## config.mk

```make
export PLATFORM = sky130hd
export DESIGN_NAME = i2c_master_byte_engine_top
export DESIGN_NICKNAME = d
export VERILOG_FILES = /design/src/hdl/i2cmbe_pkg.sv /design/src/hdl/i2c_master_byte_engine_top.sv
export VERILOG_INCLUDE_DIRS = /design/src /design/src/hdl
export SDC_FILE = /design/constraint.sdc
export NUM_CORES = 1
export LEC_CHECK = 0
export ABC_AREA = 1
export BUFFER_PORTS_ARGS = -buffer_cell sky130_fd_sc_hd__buf_2
export CORE_MARGIN = 5
export CORE_UTILIZATION = 40
export CTS_CLUSTER_DIAMETER = 60
export CTS_CLUSTER_SIZE = 24
export DETAILED_ROUTE_END_ITERATION = 16
export GPL_ROUTABILITY_DRIVEN = 0
export MAX_ROUTING_LAYER = met4
export PLACE_DENSITY_LB_ADDON = 0.2
export SLEW_MARGIN = 25
export SYNTH_ARGS = -nofsm -noshare
export SYNTH_HDL_FRONTEND = slang
export SYNTH_SLANG_ARGS = --single-unit
```

## constraint.sdc

```tcl
create_clock -name clk -period 2 [get_ports clk]
set_clock_uncertainty 0.15 [all_clocks]
set_input_delay 0.4 -clock clk [delete_from_list [all_inputs] [get_ports clk]]
set_output_delay 0.4 -clock clk [all_outputs]
set_load 0.01 [all_outputs]
```

## src/hdl/assert_macros.svh

```systemverilog
// Assertion macros used by the RTL top level.
`ifndef ASSERT_MACROS_SVH
`define ASSERT_MACROS_SVH

// Property must hold at every rising clock edge outside reset.
`define ASSERT_CLK(lbl, prop, msg) \
	lbl: assert property (@(posedge clk) disable iff (!arst_n) (prop)) else $error(msg);

// Property must never hold at any rising clock edge outside reset.
`define ASSERT_NEVER(lbl, prop, msg) \
	lbl: assert property (@(posedge clk) disable iff (!arst_n) not (prop)) else $error(msg);

`endif

```

## src/hdl/i2cmbe_pkg.sv

```systemverilog
// Package: payload types and codes of the I2C master byte engine.
`default_nettype none

package i2cmbe_pkg;

	// Command opcodes
	localparam logic [2:0] OP_NONE  = 3'd0;
	localparam logic [2:0] OP_START = 3'd1;
	localparam logic [2:0] OP_STOP  = 3'd2;
	localparam logic [2:0] OP_WRITE = 3'd3;
	localparam logic [2:0] OP_READ  = 3'd4;

	// Phase codes
	localparam logic [1:0] PH_IDLE  = 2'd0;
	localparam logic [1:0] PH_ONE   = 2'd1;
	localparam logic [1:0] PH_TWO   = 2'd2;
	localparam logic [1:0] PH_THREE = 2'd3;

	localparam logic [15:0] HALF_RESET = 16'd700;

	typedef struct packed {
		logic [2:0] opcode;
		logic [7:0] write_data;
		logic       send_ack;
		logic       sda_sample;
	} in_t;

	typedef struct packed {
		logic       scl_release;
		logic       sda_release;
		logic       busy_res;
		logic       done_res;
		logic       ack_seen;
		logic [7:0] read_data;
	} out_t;

endpackage

`default_nettype wire

```

## src/hdl/i2c_master_byte_engine_top.sv

```systemverilog
// Top level: I2C master byte engine with one tick per input transfer.
// Output: each result is registered into the main output register, or into the skid entry when the main one is held.
// Throughput: one input transfer per cycle while in_stall is low; a two-entry output stage absorbs stalls.
// Each transfer is one bus-timer tick; the state update is a single registered step.
// Reset: asynchronous, active low; engine idle, SCL and SDA released, period 700.
`default_nettype none

`include "assert_macros.svh"

module i2c_master_byte_engine_top (
	input  wire logic              clk,
	input  wire logic              arst_n,
	input  wire logic              cfg_we,
	input  wire logic [15:0]       cfg_wdata,
	input  wire logic              in_valid,
	output      logic              in_stall,
	input  wire i2cmbe_pkg::in_t   in_data,
	output      logic              out_valid,
	input  wire logic              out_stall,
	output      i2cmbe_pkg::out_t  out_data
);
	import i2cmbe_pkg::*;

	// Engine state
	logic [15:0] half_q;
	logic [1:0]  phase_q, n_phase;
	logic [2:0]  cmd_q, n_cmd;
	logic [3:0]  bit_cnt_q, n_bit_cnt;
	logic [7:0]  shift_q, n_shift;
	logic [15:0] delay_q, n_delay;
	logic        ack_flag_q, n_ack_flag;
	logic        ack_send_q, n_ack_send;
	logic        scl_q, n_scl;
	logic        sda_q, n_sda;
	logic [7:0]  last_read_q, n_last_read;
	logic        done;
	logic [15:0] load_val;
	logic [3:0]  bit_inc;
	logic [7:0]  shift_w;
	logic [7:0]  shift_r;

	// Output stage: main register plus skid entry
	out_t out_q, skid_q, result;
	logic out_valid_q, skid_valid_q;
	logic in_fire, out_fire;

	assign in_stall  = skid_valid_q;
	assign in_fire   = in_valid && !skid_valid_q;
	assign out_fire  = out_valid_q && !out_stall;
	assign out_valid = out_valid_q;
	assign out_data  = out_q;

	// Zero period counts as one tick
	assign load_val = (half_q == 16'd0) ? 16'd1 : half_q;
	assign bit_inc  = bit_cnt_q + 4'd1;
	assign shift_w  = {shift_q[6:0], 1'b0};
	assign shift_r  = {shift_q[6:0], in_data.sda_sample};

	// One tick of the engine
	always_comb begin
		n_phase     = phase_q;
		n_cmd       = cmd_q;
		n_bit_cnt   = bit_cnt_q;
		n_shift     = shift_q;
		n_delay     = delay_q;
		n_ack_flag  = ack_flag_q;
		n_ack_send  = ack_send_q;
		n_scl       = scl_q;
		n_sda       = sda_q;
		n_last_read = last_read_q;
		done        = 1'b0;
		if (phase_q == PH_IDLE) begin
			case (in_data.opcode)
				OP_START: begin
					n_scl = 1'b1;
					n_sda = 1'b1;
				end
				OP_STOP: begin
					n_sda = 1'b0;
				end
				OP_WRITE: begin
					n_shift   = in_data.write_data;
					n_bit_cnt = 4'd0;
					n_sda     = in_data.write_data[7];
				end
				OP_READ: begin
					n_ack_send = in_data.send_ack;
					n_shift    = 8'd0;
					n_bit_cnt  = 4'd0;
					n_sda      = 1'b1;
				end
				default: ;
			endcase
			if (in_data.opcode inside {OP_START, OP_STOP, OP_WRITE, OP_READ}) begin
				n_cmd   = in_data.opcode;
				n_phase = PH_ONE;
				n_delay = load_val;
			end
		end else if (delay_q > 16'd1) begin
			n_delay = delay_q - 16'd1;
		end else begin
			n_delay = 16'd0;
			if (cmd_q inside {OP_START, OP_STOP}) begin
				// Start / stop: three phases
				case (phase_q)
					PH_ONE: begin
						if (cmd_q == OP_START) n_sda = 1'b0;
						else n_scl = 1'b1;
						n_phase = PH_TWO;
						n_delay = load_val;
					end
					PH_TWO: begin
						if (cmd_q == OP_START) n_scl = 1'b0;
						else n_sda = 1'b1;
						n_phase = PH_THREE;
						n_delay = load_val;
					end
					default: done = 1'b1;
				endcase
			end else if (phase_q == PH_ONE) begin
				// SCL rises for the bit
				n_scl   = 1'b1;
				n_phase = PH_TWO;
				n_delay = load_val;
			end else begin
				// SCL falls; sample taken this tick
				n_scl = 1'b0;
				if (bit_cnt_q[3]) begin
					if (cmd_q == OP_WRITE) n_ack_flag = !in_data.sda_sample;
					else n_last_read = shift_q;
					done = 1'b1;
				end else begin
					n_bit_cnt = bit_inc;
					if (cmd_q == OP_WRITE) begin
						n_shift = shift_w;
						n_sda   = bit_inc[3] ? 1'b1 : shift_w[7];
					end else begin
						n_shift = shift_r;
						n_sda   = bit_inc[3] ? !ack_send_q : 1'b1;
					end
					n_phase = PH_ONE;
					n_delay = load_val;
				end
			end
			if (done) begin
				n_phase = PH_IDLE;
				n_cmd   = OP_NONE;
			end
		end
	end

	// Result of this tick
	always_comb begin
		result.scl_release = n_scl;
		result.sda_release = n_sda;
		result.busy_res    = (n_phase != PH_IDLE);
		result.done_res    = done;
		result.ack_seen    = n_ack_flag;
		result.read_data   = n_last_read;
	end

	// Engine registers, updated once per input transfer; the period register on cfg_we
	always_ff @(posedge clk or negedge arst_n) begin
		if (!arst_n) begin
			half_q      <= HALF_RESET;
			phase_q     <= PH_IDLE;
			cmd_q       <= OP_NONE;
			bit_cnt_q   <= 4'd0;
			shift_q     <= 8'd0;
			delay_q     <= 16'd0;
			ack_flag_q  <= 1'b0;
			ack_send_q  <= 1'b0;
			scl_q       <= 1'b1;
			sda_q       <= 1'b1;
			last_read_q <= 8'd0;
		end else begin
			if (cfg_we) half_q <= cfg_wdata;
			if (in_fire) begin
				phase_q     <= n_phase;
				cmd_q       <= n_cmd;
				bit_cnt_q   <= n_bit_cnt;
				shift_q     <= n_shift;
				delay_q     <= n_delay;
				ack_flag_q  <= n_ack_flag;
				ack_send_q  <= n_ack_send;
				scl_q       <= n_scl;
				sda_q       <= n_sda;
				last_read_q <= n_last_read;
			end
		end
	end

	// Output valid flags
	always_ff @(posedge clk or negedge arst_n) begin
		if (!arst_n) begin
			out_valid_q  <= 1'b0;
			skid_valid_q <= 1'b0;
		end else if (skid_valid_q) begin
			if (out_fire) skid_valid_q <= 1'b0;
		end else if (in_fire) begin
			if (out_valid_q && !out_fire) skid_valid_q <= 1'b1;
			else out_valid_q <= 1'b1;
		end else if (out_fire) begin
			out_valid_q <= 1'b0;
		end
	end

	// Output payload
	always_ff @(posedge clk) begin
		if (skid_valid_q) begin
			if (out_fire) out_q <= skid_q;
		end else if (in_fire) begin
			if (out_valid_q && !out_fire) skid_q <= result;
			else out_q <= result;
		end
	end

	`ASSERT_CLK(a_skid_needs_out, skid_valid_q |-> out_valid_q, "skid entry without main entry")
	`ASSERT_CLK(a_delay_loaded, (phase_q != PH_IDLE) |-> (delay_q != 16'd0),
		"busy with empty delay")
	`ASSERT_NEVER(a_bit_range, bit_cnt_q > 4'd8, "bit count past ack slot")
	`ASSERT_NEVER(a_done_busy, out_valid_q && out_q.done_res && out_q.busy_res,
		"done reported while busy")
	`ASSERT_CLK(a_start_release,
		(in_fire && phase_q == PH_IDLE && in_data.opcode == OP_START) |=> (scl_q && sda_q),
		"start did not release both lines")

endmodule

`default_nettype wire
```

## Word level (Yosys, flattened, before mapping)

Index checks and enable logic that the tools add are counted.
Widths: inputs -> output; s select.

- Word-level logic and storage cells: 161
- Register bits: 89
- Memory bits (writable): 0
- Memory bits (read-only): 0
- Bits in latches: 0
- Memories: 0

- $add $sub $neg: 2
- $lt $le $gt $ge: 1
- Eq/ne operators: 19
- $mul: 0
- Reductions and logical operators: 28
- Multiplexer cells: 84
- Bitwise gates (word level): 1
- Divide/modulo/power cells: 0
- Shifts and indexed selects: 0

Operator list:

| cell | count |
|---|---|
| $mux 16 | 8 |
| $mux 8 | 11 |
| $mux 13 | 4 |
| $mux 1 | 39 |
| $mux 4 | 6 |
| $gt 16x1->1 const B | 1 |
| $logic_not 16->1 | 1 |
| $pmux 8 s2 | 1 |
| $sub 16x1->16 const B | 1 |
| $mux 2 | 7 |
| $eq 3x2->1 const B | 4 |
| $mux 3 | 4 |
| $ne 2x2->1 const B | 6 |
| $reduce_and 3->1 | 4 |
| $reduce_and 6->1 | 2 |
| $reduce_bool 2->1 | 5 |
| $eq 3x1->1 const B | 2 |
| $ne 2x1->1 const B | 3 |
| $reduce_or 2->1 | 3 |
| $logic_not 1->1 | 5 |
| $reduce_and 5->1 | 1 |
| $add 4x1->4 const B | 1 |
| $pmux 1 s2 | 2 |
| $pmux 2 s2 | 1 |
| 11 further kinds | 13 |

## Longest topological paths before layout

Gate-level depths: netlist of run 1.

- Word-level depth: 13
- Depth in mapped cells: 14

## Worst setup path after synthesis of run 1

Ideal clock, no wire load.

- Path type: register to register
- Start point: register phase_q[0]
- End point: register out_q (netlist bit out_data[6]) (data pin)
- Path slack: -171 ps
- Stages on the path, launching flop included: 10
- Arrival time: 1754 ps
- Setup time: 267 ps
- Buffers on the path: 1
- Cell sequence: dfrtp_1 inv_1 ha_1 nor2_8 nand2_2 nor3_2 nand2_4 buf_6 o21ai_2 o21ai_2

- Word-level cells in the longest chain between the ends: 8

RTL lines:

| what | line | text |
|---|---|---|
| start: declaration | i2c_master_byte_engine_top.sv:26 | `logic [1:0] phase_q, n_phase;` |
| start signal: assignment | i2c_master_byte_engine_top.sv:179 | `phase_q <= n_phase;` |
| $eq 2x1->1 | i2c_master_byte_engine_top.sv:120 | `end else if (phase_q == PH_ONE) begin` |
| $mux 8 | i2c_master_byte_engine_top.sv:120 |  |
| $mux 8 | i2c_master_byte_engine_top.sv:103 | `if (cmd_q inside {OP_START, OP_STOP}) begin` |
| $mux 8 | i2c_master_byte_engine_top.sv:99 | `end else if (delay_q > 16'd1) begin` |
| $mux 8 * | i2c_master_byte_engine_top.sv:72 | `if (phase_q == PH_IDLE) begin` |
| $mux 13 * | i2c_master_byte_engine_top.sv:213 | `if (out_valid_q && !out_fire) skid_q <= result;` |
| $mux 13 * | i2c_master_byte_engine_top.sv:212 | `end else if (in_fire) begin` |
| $mux 13 * | i2c_master_byte_engine_top.sv:210 | `if (skid_valid_q) begin` |
| end signal: assignment | i2c_master_byte_engine_top.sv:211 | `if (out_fire) out_q <= skid_q;` |
| end signal: assignment | i2c_master_byte_engine_top.sv:214 | `else out_q <= result;` |
| end: declaration | i2c_master_byte_engine_top.sv:43 | `out_t out_q, skid_q, result;` |

Every way passes the cells marked *; elsewhere a longest branch is shown, timed or not. The select of a mux whose other input is x is not followed.
A chain may end at the register's enable or synchronous reset.

==> flow_metrics.env, run 1 <==
export IMPL_antenna_found_initial=0
export IMPL_hp_start="cfg_wdata[10]"
export IMPL_cp_start_kind="flip-flop"
export IMPL_p_total_w=0.00791
export IMPL_clock_latency_ps=350
export IMPL_finalNetCount=738
export IMPL_synth_seq_cells=89
export IMPL_syn_num_nets=626
export IMPL_via_per_inst=4.86
export IMPL_crit_family="simple AND/OR/NAND/NOR gates"
export IMPL_io_buffer_count=48
export IMPL_synth_area_sq_um=4950
export IMPL_r2r_start="delay_q[0]"
export IMPL_ys_seq_area_share_pct=47.8
export IMPL_synthTopCellsByArea="dfrtp_1 28%, edfxtp_1 16%, nand2_1 13%, inv_1 5.2%, o21ai_0 4.3%"
export IMPL_synthArstFlopShare_pct=70.8
export IMPL_setup_violations_final=1
export IMPL_regToRegSetupSlack_ps=-0.3
export IMPL_synth_distinct_cells=38
export IMPL_violations="setup timing"
export IMPL_ys_top_cells_by_count="170 x nand2_1, 69 x inv_1, 55 x dfrtp_1"
export IMPL_die_area_sq_um=14700
export IMPL_die_x_microns=121
export IMPL_synth_top_area_share_pct=27.8
export IMPL_yosys_area_top_type="dfrtp_1"
export IMPL_first_global_vias=4085
export IMPL_rsz0062_at_grt="true"
export IMPL_drtAntennaViolNets=0
export IMPL_drv_cap=0
export IMPL_grt_start_max_net_pins=39
export IMPL_syn_instance_count=584
export IMPL_powerDensity_nw_per_um2=1220
export IMPL_worst_setup_path_type="reg -> reg"
export IMPL_initial_core_util_pct=41.0
export IMPL_drc=0
export IMPL_yosysWarnings=0
export IMPL_leakagePower_nw=3.18
export IMPL_n_fill_cell=1125
export IMPL_fin_ws_ps=-0.274
export IMPL_cp_arrival_ps=1950
export IMPL_maxClockFrequency_mhz=500
export IMPL_core_area_sq_um=12100
export IMPL_hold_path_end="half_q[10]"
export IMPL_root_buffer="clkbuf_16"
export IMPL_path_cells="buf_4 > ha_4 > o211ai_4 > nor2_8 > buf_4 > nand3_1 > nand2_2 > nand2_2 > nand2_2 > nand2_1 > nand2_1"
export IMPL_status="complete, but fails checks"
export IMPL_syn_area_per_cell_sq_um=8.47
export IMPL_cts_made_buffers=9
export IMPL_placed_area_sq_um=5760
export IMPL_reg2reg_to="out_data[10]"
export IMPL_whs_path_depth=3
export IMPL_finalHoldViolations=0
export IMPL_cp_slowest_cell="dfrtp_1"
export IMPL_clkTransAtPathRegs_ps=60
export IMPL_rows=40
export IMPL_relSlewSlack_pct=71.2
export IMPL_min_period_ps=2000
export IMPL_drt_first_iter_violations=281
export IMPL_max_stage_delay_ps=380
export IMPL_ys_flop_type="dfrtp_1"
export IMPL_firstDrtPassIters=5
export IMPL_wl_per_cell_microns=14.2
export IMPL_die_h_microns=121
export IMPL_drv_slew=0
export IMPL_worst_path_buf_inv=2
export IMPL_synth_edf_count=26
export IMPL_grt_pass1_wl_mm=19.9
export IMPL_period_share_pct=100
export IMPL_ir_drop_mv=0.582
export IMPL_cp_end_kind="flip-flop"
export IMPL_areaGrowthSynthToFinish_pct=30.5
export IMPL_num_antenna_cells=0
export IMPL_multi_input_comb_area_sq_um=2520
export IMPL_cts_buffer_depth=2
export IMPL_critPathRequiredTime_ps=1950
export IMPL_place_detailed_hpwl_mm=8.91
export IMPL_stdcell_area_sq_um=6460
export IMPL_cts_tree="built"
export IMPL_crit_path_max_fanout=5
export IMPL_ff2ff_path_depth=11
export IMPL_drive_above_1_share_pct=36.9
export IMPL_min_path_type="in -> reg"
export IMPL_crit_top_cell="nand2_2"
export IMPL_finalSetupTns_ps=-0.274
export IMPL_numClockSinks=89
export IMPL_vias=4227
export IMPL_grtUsageTotal_pct=17.4
export IMPL_yosysMostFrequentCell="nand2_1"
export IMPL_htree_levels=3
export IMPL_boundaryPins=49
export IMPL_worst_slew_pin_slew_ps=431
export IMPL_register_area_sq_um=2370
export IMPL_globalRoute_totalOverflow=0
export IMPL_routed_wl_mm=12.3
==> flip-flops by register name, indices dropped and copies added, names as in the netlist <==
| register | cells |
|---|---|
| ack_flag_q | 1 |
| skid_q | 13 |
| in_stall | 1 |
| cmd_q | 3 |
| shift_q | 8 |
| phase_q | 2 |
| out_valid | 1 |
| scl_q | 1 |
| half_q | 16 |
| last_read_q | 8 |
| out_data | 13 |
| sda_q | 1 |
| bit_cnt_q | 4 |
| delay_q | 16 |
| ack_send_q | 1 |
==> stage by stage <==
step                util (%)  hold WS (ps)  std cells  setup WS, ps
floorplan                  -         -45.6        584          3.35
global placement        47.7           137        837         -92.0
detailed placement      47.7           143        837          -146
CTS                     51.0          98.9        857         -11.2
global route            53.5           122        869         -79.4
finish                  53.5           107        869        -0.274
==> report_power, final <==
group	total (W)	switching (W)	internal (W)
Sequential	0.00280	0.000377	0.00243
Combinational	0.00352	0.00208	0.00144
Clock	0.00159	0.000743	0.000847
==> worst min-delay path: stages <==
cell,delay [ps]
buf_2,70
nand2_1,40
o21ai_0,60
==> cell families after synthesis <==
kind of cell / count (synthesis) / synth area share, %
compound gates: 101 / 13.3
xor+xnor: 12 / 2.12
fa+ha+maj: 8 / 2.02
buf+inv: 94 / 7.89
flops: 89 / 47.8
simple gates: 280 / 26.8
==> what timing repair did <==
item / CTS / global route
pin swaps: 1 / 22
hold endpoints to repair: 8 / 0
hold buffers: 1 / 0
buffers inserted: 3 / 11
setup endpoints to repair: 28 / 60
gates cloned: 0 / 1
gates resized for setup: 16 / 60
==> routing by layer <==
layer / wire [microns] / global-route usage, % / vias to the layer above / part of all wire, %
li1: - / - / 2129 / -
met1: 6070 / 24.5 / 1981 / 49
met2: 5460 / 25.1 / 98 / 44
met3: 538 / 3.22 / 19 / 4.4
met4: 232 / 6.37 / 0 / 1.9
met5: 0 / - / - / 0
==> layout make-up <==
| class | count | share of cell area [%] |
|---|---|---|
| multi-input combinational | 402 | 39.0 |
| sequential | 89 | 36.7 |
| timing repair buffer | 118 | 12.4 |
| inverter | 76 | 4.49 |
| clock buffer | 10 | 3.55 |
| tap | 168 | 3.25 |
| clock inverter | 6 | 0.639 |
==> worst max-delay path by stage <==
| stage | endpoint | cells after the start | startpoint | slack (ps) |
|---|---|---|---|---|
| after global placement | cmd_q[2] | 10 | delay_q[1] | -90 |
| after detailed placement | cmd_q[2] | 10 | delay_q[1] | -150 |
| after global routing | out_data[10] | 11 | delay_q[1] | -80 |
| after floorplan | out_data[7] | 9 | phase_q[0] | 3 |
| final | out_data[10] | 11 | delay_q[0] | -0.3 |
| after CTS | out_data[7] | 8 | phase_q[0] | -10 |
==> cell usage in the layout, fill, tap and decap left out, types with 8 or more instances in the layout <==
| cell type | Yosys | routed |
|---|---|---|
| clkbuf_16 | 0 | 9 |
| edfxtp_1 | 26 | 26 |
| nand2_1 | 170 | 156 |
| nor2_1 | 23 | 14 |
| xor2_1 | 11 | 11 |
| dfrtp_1 | 55 | 54 |
| nor2_4 | 3 | 9 |
| nand3_1 | 36 | 29 |
| buf_2 | 5 | 48 |
| nand2_2 | 16 | 26 |
| buf_4 | 1 | 63 |
| nand4_1 | 10 | 10 |
| dfstp_2 | 8 | 8 |
| o21ai_0 | 43 | 36 |
| nand2_4 | 5 | 8 |
| o21ai_2 | 22 | 15 |
| a21oi_1 | 10 | 8 |
| o21ai_1 | 8 | 15 |
| inv_1 | 69 | 64 |
| inv_2 | 5 | 10 |
(Power assumes the default switching activity.)
==> inputs of run 2 (changes only) <==
--- a/config.mk
+++ b/config.mk
@@ -8,6 +8,8 @@
 export LEC_CHECK = 0
 export ABC_AREA = 1
 export BUFFER_PORTS_ARGS = -buffer_cell sky130_fd_sc_hd__buf_2
+export CELL_PAD_IN_SITES_DETAIL_PLACEMENT = 0
+export CELL_PAD_IN_SITES_GLOBAL_PLACEMENT = 1
 export CORE_MARGIN = 5
 export CORE_UTILIZATION = 40
 export CTS_CLUSTER_DIAMETER = 60
==> run 2 against run 1 <==
Effect of this change: the run now ends clean; cell count rose by 1.0%; utilization up 0.71 points; flip-flop and latch count unchanged; critical path type unchanged; critical endpoint is now out_data[6]; largest cell class unchanged.
==> flow_metrics.env, run 2 (synthesized netlist as in run 1, its figures left out) <==
export IMPL_status="complete, no violations"
export IMPL_die_h_microns=121
export IMPL_initial_core_util_pct=41.0
export IMPL_numClockSinks=89
export IMPL_cts_made_buffers=9
export IMPL_antenna_found_initial=0
export IMPL_grtUsageTotal_pct=17.8
export IMPL_grt_pass1_wl_mm=20.2
export IMPL_dp_cells=845
export IMPL_firstDrtPassIters=6
export IMPL_cp_start_kind="flip-flop"
export IMPL_n_fill_cell=1148
export IMPL_finalNetCount=747
export IMPL_cts_buffer_depth=2
export IMPL_root_buffer="clkbuf_16"
export IMPL_stdcell_area_sq_um=6540
export IMPL_stdcell_count=878
export IMPL_finalHoldViolations=0
export IMPL_rows=40
export IMPL_regToRegSetupSlack_ps=50
export IMPL_worst_slew_pin_slew_ps=484
export IMPL_clkTransAtPathRegs_ps=70
export IMPL_final_common_cell="nand2_1"
export IMPL_drive_above_1_share_pct=38.3
export IMPL_io_buffer_count=48
export IMPL_final_cell_mix="153 x nand2_1, 66 x buf_4, 62 x inv_1"
export IMPL_place_detailed_hpwl_mm=8.94
export IMPL_globalRoute_totalOverflow=0
export IMPL_wl_per_cell_microns=13.8
export IMPL_drv_slew=0
export IMPL_min_period_ps=1950
export IMPL_via_per_inst=4.77
export IMPL_routed_wl_mm=12.2
export IMPL_first_global_vias=4109
export IMPL_ff2ff_path_depth=9
export IMPL_top_regs="delay_q (16), half_q (16)"
export IMPL_hp_start="cfg_wdata[15]"
export IMPL_min_path_type="in -> reg"
export IMPL_die_area_sq_um=14700
export IMPL_num_antenna_cells=0
export IMPL_htree_levels=3
export IMPL_relSlewSlack_pct=67.7
export IMPL_setup_violations_final=0
export IMPL_leakagePower_nw=3.22
export IMPL_cp_end_kind="flip-flop"
export IMPL_critPathRequiredTime_ps=1950
export IMPL_whs_path_depth=3
export IMPL_ir_drop_mv=0.468
export IMPL_cp_arrival_ps=1900
export IMPL_crit_path_max_fanout=8
export IMPL_drc=0
export IMPL_areaGrowthSynthToFinish_pct=32.2
export IMPL_boundaryPins=49
export IMPL_grt_start_max_net_pins=33
export IMPL_r2r_start="phase_q[0]"
export IMPL_period_share_pct=97.6
export IMPL_die_x_microns=121
export IMPL_drt_first_iter_violations=272
export IMPL_maxClockFrequency_mhz=512
export IMPL_reg2reg_to="out_data[6]"
export IMPL_drv_cap=0
export IMPL_placed_area_sq_um=5830
export IMPL_core_area_sq_um=12100
export IMPL_vias=4192
export IMPL_powerDensity_nw_per_um2=1210
export IMPL_final_util_pct=54.3
export IMPL_cts_tree="built"
export IMPL_worst_setup_path_type="reg -> reg"
export IMPL_drtAntennaViolNets=0
export IMPL_hold_path_end="half_q[15]"
export IMPL_clock_latency_ps=350
export IMPL_rsz0062_at_grt="true"
==> run 2: cell type report <==
type | count | area, sq um | area share, %
Timing Repair Buffer | 127 | 912 | 13.9
Multi-Input combinational cell | 402 | 2470 | 37.8
Clock inverter | 7 | 52.6 | 0.803
Tap cell | 168 | 210 | 3.21
Clock buffer | 9 | 225 | 3.44
Sequential cell | 89 | 2370 | 36.2
Inverter | 76 | 303 | 4.63
==> run 2: worst max-delay path by stage <==
stage | cells past startpoint | from | slack, ps | end
floorplan | 9 | phase_q[0] | 3 | out_data[7]
global placement | 10 | delay_q[5] | -40 | delay_q[7]
detailed placement | 11 | delay_q[0] | -80 | delay_q[4]
CTS | 10 | phase_q[0] | 9 | delay_q[7]
global route | 13 | delay_q[1] | -80 | out_data[10]
finish | 9 | phase_q[0] | 50 | out_data[6]
==> run 2: routing by layer <==
metal | GRT usage, % | routed length [microns] | vias up
li1 | - | - | 2147
met1 | 25.6 | 6230 | 1938
met2 | 25.3 | 5240 | 98
met3 | 4.06 | 563 | 9
met4 | 5.25 | 120 | 0
met5 | - | 0 | -
==> run 2: report_power, final <==
group | leakage (nW) | internal (W) | total (W) | switching, W
combinational | 2.06 | 0.00147 | 0.00349 | 0.00202
clock | 0.128 | 0.000853 | 0.00163 | 0.000776
sequential | 1.03 | 0.00242 | 0.00278 | 0.000361
==> run 2: worst max-delay path, cell delays in order (launching register included) <==
cell and delay [ps]:
dfrtp_1 400, inv_2 100, ha_4 210, nor2_8 130, nand2_4 60, nor3_4 140
buf_12 140, nand2_4 110, o21ai_4 190, o21ai_2 60
==> run 2: stage by stage <==
step | worst slack [ps] | total power (W) | setup TNS [ps] | hold WS [ps]
finish | 48.7 | 0.00790 | 0 | 99.2
global route | -76.4 | 0.00848 | -828 | 103
CTS | 9.11 | 0.00768 | 0 | 84.3
detailed placement | -81.8 | 0.00586 | -1010 | 236
global placement | -39.1 | 0.00582 | -275 | 235
floorplan | 3.35 | 0.00472 | 0 | -45.6
==> run 2: timing repair <==
item	in CTS	in global routing
hold buffers	1	0
pin swaps	10	31
setup endpoints to repair	38	63
resized for setup	23	55
gates cloned	1	1
setup buffers	3	11
hold endpoints to repair	17	0
==> inputs of run 3 (changes only) <==
--- a/config.mk
+++ b/config.mk
@@ -10,6 +10,7 @@
 export BUFFER_PORTS_ARGS = -buffer_cell sky130_fd_sc_hd__buf_2
 export CELL_PAD_IN_SITES_DETAIL_PLACEMENT = 0
 export CELL_PAD_IN_SITES_GLOBAL_PLACEMENT = 1
+export CORE_ASPECT_RATIO = 2
 export CORE_MARGIN = 5
 export CORE_UTILIZATION = 40
 export CTS_CLUSTER_DIAMETER = 60
==> constraint.sdc (replaced) <==
create_clock -name clk -period 2 [get_ports clk]
set_clock_uncertainty 0.15 [all_clocks]
set_input_delay 0.1 -clock clk [delete_from_list [all_inputs] [get_ports clk]]
set_output_delay 0.1 -clock clk [all_outputs]
set_load 0.01 [all_outputs]
==> run 3 against run 2 <==
Effect of this change: fmax shrank 2.4%; global-route usage is 1.4 points higher; power is 2.9% higher; first-iteration DRC count decreased by 41%; flip-flop and latch count stayed put; register-to-register slack got worse by 50 ps; setup slack got worse by 48 ps; utilization up 1.3 points; combinational power is 3% higher; sequential power about the same; worst hold slack worse by 85 ps; critical path type unchanged; highest routed layer unchanged.
==> flow_metrics.env, run 3 (synthesized netlist as in run 1, its figures left out) <==
export IMPL_leakagePower_nw=3.33
export IMPL_stdcell_area_sq_um=6730
export IMPL_min_period_ps=2000
export IMPL_stdcell_count=877
export IMPL_ir_drop_mv=0.681
export IMPL_worst_slew_pin_slew_ps=482
export IMPL_p_comb_share_pct=44.1
export IMPL_first_global_vias=4519
export IMPL_core_area_sq_um=12100
export IMPL_globalRoute_totalOverflow=0
export IMPL_root_buffer="clkbuf_16"
export IMPL_relSlewSlack_pct=67.9
export IMPL_cts_buffer_depth=2
export IMPL_grt_pass1_wl_mm=21.3
export IMPL_cp_start_kind="flip-flop"
export IMPL_powerDensity_nw_per_um2=1210
export IMPL_die_x_microns=88.7
export IMPL_crit_path_max_fanout=8
export IMPL_clkTransAtPathRegs_ps=70
export IMPL_drtAntennaViolNets=0
export IMPL_rsz0062_at_grt="true"
export IMPL_numClockSinks=89
export IMPL_via_per_inst=5.01
export IMPL_routed_wl_mm=13.5
export IMPL_drt_first_iter_violations=160
export IMPL_initial_core_util_pct=40.8
export IMPL_min_path_type="in -> reg"
export IMPL_num_antenna_cells=0
export IMPL_cts_made_buffers=9
export IMPL_clkPwrFrac_pct=22.0
export IMPL_antenna_found_initial=0
export IMPL_period_share_pct=100
export IMPL_vias=4394
export IMPL_die_h_microns=167
export IMPL_maxClockFrequency_mhz=500
export IMPL_finalSetupTns_ps=0
export IMPL_place_detailed_hpwl_mm=9.89
export IMPL_firstDrtPassIters=4
export IMPL_critPathRequiredTime_ps=1940
export IMPL_io_buffer_count=48
export IMPL_grtUsageTotal_pct=19.2
export IMPL_clock_latency_ps=350
export IMPL_cts_tree="built"
export IMPL_status="complete, no violations"
export IMPL_drc=0
export IMPL_htree_levels=3
export IMPL_final_cell_mix="161 x nand2_1, 61 x inv_1, 57 x buf_4"
export IMPL_grt_start_max_net_pins=47
export IMPL_seq_power_share_pct=33.9
export IMPL_die_area_sq_um=14800
export IMPL_wl_per_cell_microns=15.4
export IMPL_areaGrowthSynthToFinish_pct=36.0
export IMPL_p_total_w=0.00813
export IMPL_setup_violations_final=0
export IMPL_final_util_pct=55.5
export IMPL_dp_cells=814
export IMPL_p_sw_w=0.00318
export IMPL_cp_end_kind="flip-flop"
export IMPL_rows=57
export IMPL_finalNetCount=767
export IMPL_final_common_cell="nand2_1"
export IMPL_finalHoldViolations=0
export IMPL_boundaryPins=49
export IMPL_switching_share_pct=39.2
export IMPL_drv_slew=0
export IMPL_drv_cap=0
export IMPL_drive_above_1_share_pct=34.2
export IMPL_cp_arrival_ps=1940
export IMPL_placed_area_sq_um=5730
export IMPL_worst_setup_path_type="reg -> reg"
export IMPL_p_int_w=0.00495
export IMPL_top_regs="delay_q (16), half_q (16)"
run 3: changes by cell type in the layout (fill, tap and decap cells not counted), moves of 4 or more:
cell and delta:
buf_4 -9, nand2_1 +8, dlygate4sd3_1 +28, o21ai_2 -4, nand2_2 -13, nand2_4 +5
run 3: layout make-up:
type / count / area [sq um]
fill: 1152 / 5390
multi-input combinational: 402 / 2460
clock buffer: 9 / 225
sequential: 89 / 2370
timing repair buffer: 146 / 1110
timing repair inverter: 1 / 5.00
tap: 147 / 184
clock inverter: 7 / 86.3
inverter: 76 / 295
run 3: final timing paths:
kind	start	endpoint	slack, ps	depth (start not counted)
hold reg to reg	scl_q	scl_q	320	2
setup reg to reg	phase_q[0]	out_data[4]	0.9	8
min in group asynchronous	arst_n	half_q[10]	90	2
max in group asynchronous	arst_n	scl_q	930	3
setup / recovery	phase_q[0]	out_data[4]	0.9	8
hold / removal	in_data[9]	shift_q[7]	10	4
run 3: power by group through the flow:
stage | logic [W] | registers [W] | clock network [W]
after floorplan | 0.00191 | 0.00281 | 0
after global placement | 0.00307 | 0.00275 | 0
after detailed placement | 0.00310 | 0.00277 | 0
after CTS | 0.00324 | 0.00273 | 0.00182
after global routing | 0.00394 | 0.00281 | 0.00190
final | 0.00359 | 0.00276 | 0.00179
run 3: per-stage QoR:
step / hold slack [ps] / worst slack, ps
finish: 13.7 / 0.886
global route: 6.35 / -109
CTS: 6.67 / -12.1
detailed placement: -62.4 / -125
global placement: -67.9 / -101
floorplan: -346 / 3.35
run 3: per-layer routing:
metal	vias to the layer above	GRT usage, %	wire [microns]
li1	2187	-	-
met1	2058	17.3	4350
met2	106	36.7	7890
met3	43	3.34	459
met4	0	8.88	779
met5	-	-	0
run 3: repair_timing:
| action | 4_1_cts | 5_1_grt |
|---|---|---|
| cloned | 1 | 3 |
| resized for setup | 10 | 60 |
| setup buffers | 0 | 14 |
| pin swaps | 2 | 12 |
| hold buffers | 29 | 0 |
| hold endpoints to repair | 83 | 0 |
| setup endpoints to repair | 40 | 65 |
run 3: critical path: stages, from the launching register on:
cell and delay, ps:
dfrtp_1 390, inv_2 90, ha_4 210, nor2_8 120, nand2_4 60, nor3_4 240
nand2_4 180, o21ai_4 240, o21ai_2 60
